[src/rtl/bmw_pkg.sv]
// Shared constants, types and helpers of the Boruvka spanning forest weight unit.
// No dependencies; every other file of the block imports it.
package bmw_pkg;

    localparam int MAX_VERTICES = 1024;
    localparam int MAX_EDGES    = 4096;
    localparam int VW  = 11;                      // vertex label width
    localparam int VAW = $clog2(MAX_VERTICES);    // vertex table address width
    localparam int EAW = $clog2(MAX_EDGES);       // edge store address width
    localparam int ECW = EAW + 1;                 // stored edge count width
    localparam int WW  = 32;                      // edge weight width
    localparam int TW  = 43;                      // total weight width
    localparam int EDW = 2 * VW + WW;             // edge store word
    localparam int CHW = WW + VW;                 // cheapest table word

    localparam logic signed [WW-1:0] NO_PICK_WEIGHT = 32'sh7FFF_FFFF;

    typedef enum logic [4:0] {
        S_LOAD, S_INIT, S_RSTART, S_RINIT, S_EREAD, S_ECHK, S_FRD, S_FCHK,
        S_GOTA, S_GOTB, S_CMPA, S_UPDA, S_UPDB, S_MSTART, S_MNEXT, S_MGOTX,
        S_MGOTP, S_MGOTY, S_FLSTART, S_FLNEXT, S_FLWR
    } t_state;

    typedef enum logic [4:0] {
        OP_NONE, OP_LOAD, OP_INIT_PAR, OP_RSTART, OP_INIT_CH, OP_EREAD,
        OP_SET_V_A, OP_FRD, OP_FSTEP, OP_GOTA, OP_GOTB, OP_RDCH_A, OP_UPDA,
        OP_UPDB, OP_MSTART, OP_SET_V_I, OP_GOTX, OP_SET_V_P, OP_MERGE,
        OP_FLWR, OP_RESULT
    } t_op;

    typedef struct packed {
        logic i_done;
        logic e_done;
        logic hit;
        logic ne;
        logic edge_ok;
        logic merged;
        logic out_busy;
        logic acc_last;
    } t_stat;

    // vertex label 1..MAX_VERTICES to table address
    function automatic logic [VAW-1:0] lbl_addr(input logic [VW-1:0] v);
        logic [VW-1:0] d;
        d = v - VW'(1);
        return d[VAW-1:0];
    endfunction

endpackage

[src/rtl/bmw_ctrl.sv]
// Sequencer of the Boruvka unit: load, init, edge scan, merge and flatten phases.
// Depends on bmw_pkg; drives one datapath operation per cycle.
module bmw_ctrl (
    input  logic           i_clk,
    input  logic           i_rst_n,
    input  bmw_pkg::t_stat i_stat,
    output bmw_pkg::t_op   o_op
);
    import bmw_pkg::*;

    t_state r_state, n_state;
    t_state r_ret, n_ret;

    always_ff @(posedge i_clk) begin
        if (!i_rst_n) begin
            r_state <= S_LOAD;
            r_ret   <= S_LOAD;
        end else begin
            r_state <= n_state;
            r_ret   <= n_ret;
        end
    end

    always_comb begin
        n_state = r_state;
        n_ret   = r_ret;
        unique case (r_state)
            S_LOAD:    if (i_stat.acc_last) n_state = S_INIT;
            S_INIT:    if (i_stat.i_done) n_state = S_RSTART;
            S_RSTART:  n_state = S_RINIT;
            S_RINIT:   if (i_stat.i_done) n_state = S_EREAD;
            S_EREAD:   n_state = i_stat.e_done ? S_MSTART : S_ECHK;
            S_ECHK: begin
                if (i_stat.edge_ok) begin
                    n_state = S_FRD;
                    n_ret   = S_GOTA;
                end else begin
                    n_state = S_EREAD;
                end
            end
            S_FRD:     n_state = S_FCHK;
            S_FCHK:    n_state = i_stat.hit ? r_ret : S_FRD;
            S_GOTA: begin
                n_state = S_FRD;
                n_ret   = S_GOTB;
            end
            S_GOTB:    n_state = S_CMPA;
            S_CMPA:    n_state = i_stat.ne ? S_UPDA : S_EREAD;
            S_UPDA:    n_state = S_UPDB;
            S_UPDB:    n_state = S_EREAD;
            S_MSTART:  n_state = S_MNEXT;
            S_MNEXT: begin
                if (i_stat.i_done) begin
                    n_state = S_FLSTART;
                end else begin
                    n_state = S_FRD;
                    n_ret   = S_MGOTX;
                end
            end
            S_MGOTX:   n_state = S_MGOTP;
            S_MGOTP: begin
                n_state = S_FRD;
                n_ret   = S_MGOTY;
            end
            S_MGOTY:   n_state = S_MNEXT;
            S_FLSTART: n_state = S_FLNEXT;
            S_FLNEXT: begin
                if (!i_stat.i_done) begin
                    n_state = S_FRD;
                    n_ret   = S_FLWR;
                end else if (i_stat.merged) begin
                    n_state = S_RSTART;
                end else if (!i_stat.out_busy) begin
                    n_state = S_LOAD;
                end
            end
            S_FLWR:    n_state = S_FLNEXT;
            default:   n_state = S_LOAD;
        endcase
    end

    always_comb begin
        o_op = OP_NONE;
        unique case (r_state)
            S_LOAD:    o_op = OP_LOAD;
            S_INIT:    o_op = i_stat.i_done ? OP_NONE : OP_INIT_PAR;
            S_RSTART:  o_op = OP_RSTART;
            S_RINIT:   o_op = i_stat.i_done ? OP_NONE : OP_INIT_CH;
            S_EREAD:   o_op = i_stat.e_done ? OP_NONE : OP_EREAD;
            S_ECHK:    o_op = i_stat.edge_ok ? OP_SET_V_A : OP_NONE;
            S_FRD:     o_op = OP_FRD;
            S_FCHK:    o_op = i_stat.hit ? OP_NONE : OP_FSTEP;
            S_GOTA:    o_op = OP_GOTA;
            S_GOTB:    o_op = OP_GOTB;
            S_CMPA:    o_op = i_stat.ne ? OP_RDCH_A : OP_NONE;
            S_UPDA:    o_op = OP_UPDA;
            S_UPDB:    o_op = OP_UPDB;
            S_MSTART:  o_op = OP_MSTART;
            S_MNEXT:   o_op = i_stat.i_done ? OP_NONE : OP_SET_V_I;
            S_MGOTX:   o_op = OP_GOTX;
            S_MGOTP:   o_op = OP_SET_V_P;
            S_MGOTY:   o_op = OP_MERGE;
            S_FLSTART: o_op = OP_MSTART;
            S_FLNEXT: begin
                if (!i_stat.i_done) o_op = OP_SET_V_I;
                else if (!i_stat.merged && !i_stat.out_busy) o_op = OP_RESULT;
                else o_op = OP_NONE;
            end
            S_FLWR:    o_op = OP_FLWR;
            default:   o_op = OP_NONE;
        endcase
    end

endmodule

[config.mk]
export PLATFORM = sky130hd
export DESIGN_NAME = bmw_ctrl
export DESIGN_NICKNAME = d
export VERILOG_FILES = /design/src/rtl/bmw_pkg.sv /design/src/rtl/bmw_ctrl.sv
export SDC_FILE = /design/constraint.sdc
export NUM_CORES = 1
export LEC_CHECK = 0
export BUFFER_PORTS_ARGS = -buffer_cell sky130_fd_sc_hd__buf_2
export CAP_MARGIN = 20
export CORE_MARGIN = 5
export CORE_UTILIZATION = 45
export CTS_BUF_LIST = sky130_fd_sc_hd__clkbuf_16
export CTS_CLUSTER_DIAMETER = 60
export DETAILED_ROUTE_END_ITERATION = 8
export SETUP_SLACK_MARGIN = 0.02
export SYNTH_ARGS = -nofsm -noshare
export SYNTH_HDL_FRONTEND = slang
export SYNTH_SLANG_ARGS = --single-unit
[constraint.sdc]
create_clock -name i_clk -period 1.8 [get_ports i_clk]
set_clock_uncertainty 0.05 [all_clocks]
set_input_delay 0.09 -clock i_clk [delete_from_list [all_inputs] [get_ports i_clk]]
set_output_delay 0.09 -clock i_clk [all_outputs]
set_load 0.02 [all_outputs]
==> results.tsv <==
stage	metric	value	unit
outcome	status	complete, but fails checks	
outcome	failing checks	setup timing	
routing	DRT iter0 DRCs	149	
synth	top_reg_cell synth	dfxtp_1	
power_and_ir_drop	total power	1400	uW
routing	vias per cell	6.423	
synth	Synth Area in Compound Gates	0.3877	
cells_and_area	Core Util, Final	0.7257	
clock_tree	clk_lat worst skew	0.24	ns
cells_and_area	commonest non-fill, non-tap cell in the layout	buf_4	
clock_tree	H-tree depth	1	
synth	Unique masters post-synth	53	
timing	setup violators final	2	
clock_tree	Post-CTS Hold Buffers	0	
worst_hold_path	WHS Endpoint	r_state[3]	
place	Post-Place Cells	228	
routing	Pre-Repair DR Iteration Count	4	
setup_path	Data required, critical path	1.87	ns
timing	Slew Limit Fails	0	
synth	post-synthesis xor/xnor area fraction	0.01436	
timing	unrepaired setup endpoints after global routing	yes	
routing	Residual DRC	0	
worst_hold_path	Hold Path Class	in2reg	
place	Final GP Congestion	0.9134	
global_routing	largest net degree at the start of global routing	15	
timing	Final min period	1.809	ns
timing	final worst-path cycle share	1.005	
routing	wire length on met3	310	microns
timing	Hold WS	0.1258	ns
routing	Vias	1593	
synth	largest family of logic cells by synthesized area	compound AO/OA/AOI/OAI gates	
clock_tree	total CTS buffers	3	
synth	synth warn	0	
cells_and_area	fin nets	230	
power_and_ir_drop	PwrDens	758.3	nW/um^2
clock_tree	CTS tree	yes	
global_routing	first-pass GRT wire length	6955	microns
routing	metal2 WL	2175	microns
routing	post-detailed-routing wire length	4545	microns
cells_and_area	most frequent cells in the layout	buf_4 (32), o21ai_0 (14), nand2_1 (13), buf_2 (12), nor2_1 (10)	
synth	Mapped Nets	185	
timing	Worst-Margin Slew	0.4194	ns
synth	number of synthesized flops with an enable pin	0	
die	IO Count	15	
place	Place WS	0.02204	ns
clock_tree	clock tree buffer depth	2	
synth	multiplexer area fraction after synthesis	0.02051	
synth	netlist area before placement	1220	sq um
die	Rows	18	
die	Die Width	62.07	microns
timing	Slew headroom	0.7183	
setup_path	Critical Path Fanout Max	5	
cells_and_area	Antenna Cells	0	
place	Post-DP HPWL	2987	microns
synth	Post-Syn Instances	175	
synth	asr flop ratio synth	0	
power_and_ir_drop	worst vdd ir	0.8414	mV
worst_hold_path	hold_sp	i_rst_n	
global_routing	vias in the first global route	1433	
setup_path	Worst setup SP type	flop	
synth	Seq/Total Area, Yosys	0.1641	
clock_tree	clk sinks	10	
routing	Detail Route Antenna Nets	0	
setup_path	r2r endpoint	r_ret[4]	
die	Placeable Area	2545	sq um
global_routing	total gr overflow	0	
routing	Top Metal Used	met4	
setup_path	Worst Path Arrival	1.88	ns
timing	final setup margin	-0.008613	ns
cells_and_area	layout cells sized above 1	0.4128	
power_and_ir_drop	leakage	0.0007390	uW
global_routing	antenna violations before repair	0	
die	full die area	3852	sq um
setup_path	R2R depth	9	
synth	Syn Area/Cell	6.971	sq um
cells_and_area	synthesis-to-layout area growth	51.38	%
place	PortBufs	14	
setup_path	r2r setup slk	-0.009	ns
worst_hold_path	hold depth	2	
setup_path	Worst Setup End Kind	flop	
synth	synthesized-area fraction occupied by adder cells	0	
synth	simple-gate share of the synthesized area	0.3262	
timing	Hold Violations, Final	0	
synth	FF+latch count, synth	10	
routing	DR WL/cell	18.33	microns
setup_path	worst r2r src	r_state[0]	
timing	fmax	0.5529	GHz
cells_and_area	Final Non-Filler Cells	248	
clock_tree	Worst-path clk slew	0.04	ns
die	chip height	62.07	microns
flow_run	maxcap violations	0	
die	Initial Util	0.4794	
global_routing	GRT Util Overall	0.2445	
setup_path	Worst Path Class, Setup	reg2reg	
clock_tree	root buffer cell	clkbuf_16	
routing	met1 WL	1929	microns
registers in the layout, indices dropped and copies added (netlist names):
name	cells
r_ret	5
r_state	5
layer usage:
layer  track usage  up-vias
li1              -      735
met1        0.3243      762
met2        0.4053       80
met3      0.004132       16
met4        0.1242        0
met5             0        -
power breakdown:
part | switching (uW) | internal (uW) | leakage (uW)
sequential | 25.0 | 241 | 0.0000844
clock | 97.5 | 287 | 0.0000370
combinational | 376 | 374 | 0.000618
timing repair:
item | 4_1_cts | 5_1_grt
gates resized for setup | 20 | 33
gates cloned | 1 | 2
endpoints found under the setup margin | 6 | 9
setup buffers | 8 | 6
pin swaps | 3 | 8
worst max-delay path, cell delays in order (launching register included):
cell	delay [ns]
dfxtp_4	0.36
buf_2	0.16
buf_4	0.14
nor4bb_1	0.27
buf_4	0.18
o211a_1	0.20
a211oi_4	0.06
buf_6	0.15
nand3_1	0.06
o21ai_0	0.07
metrics by stage:
stage	TNS, ns	instance area (sq um)
final	-0.01391	1847
after global routing	-0.1488	1847
after CTS	0	1659
after detailed placement	0	1455
after global placement	0	1455
after floorplan	0	1220
layout make-up:
class	count	area [sq um]
Clock buffer	3	75.07
Fill cell	210	698.2
Inverter	5	18.77
Multi-Input combinational cell	142	1002
Sequential cell	10	216.5
Tap cell	30	37.54
Timing Repair Buffer	58	496.7
worst max path at each step:
stage               start  endpoint  slack, ns  cells past startpoint
5_1_grt        r_state[0]  r_ret[0]      -0.05                      8
6_report       r_state[0]  r_ret[4]     -0.009                      9
2_1_floorplan  r_state[2]   o_op[4]       0.13                      5
3_3_place_gp   r_state[2]  r_ret[2]       0.09                      6
4_1_cts        r_state[1]   o_op[1]      0.002                      6
3_5_place_dp   r_state[3]  r_ret[3]       0.02                      6
cell usage after synthesis, drive strengths merged (3+ instances only):
cell type | n | share of area
o21a | 3 | 0.018
clkbuf | 6 | 0.018
o21ai | 22 | 0.090
nor2 | 12 | 0.037
a31oi | 4 | 0.021
nand3b | 4 | 0.025
nand3 | 7 | 0.029
buf | 12 | 0.053
dfxtp | 10 | 0.16
a21oi | 10 | 0.041
nor2b | 11 | 0.056
o31a | 3 | 0.022
nand2b | 5 | 0.026
inv | 5 | 0.015
nand2 | 13 | 0.040
a211oi | 3 | 0.033
nor3 | 3 | 0.012
kinds of logic after synthesis:
kind of cell              count (synthesis)
AOI/OAI and AO/OA                        68
and+or+nand+nor                          70
buffers and inverters                    23
DFF                                      10
muxes                                     2
xor gates and xnor gates                  2
(Power assumes the default switching activity.)
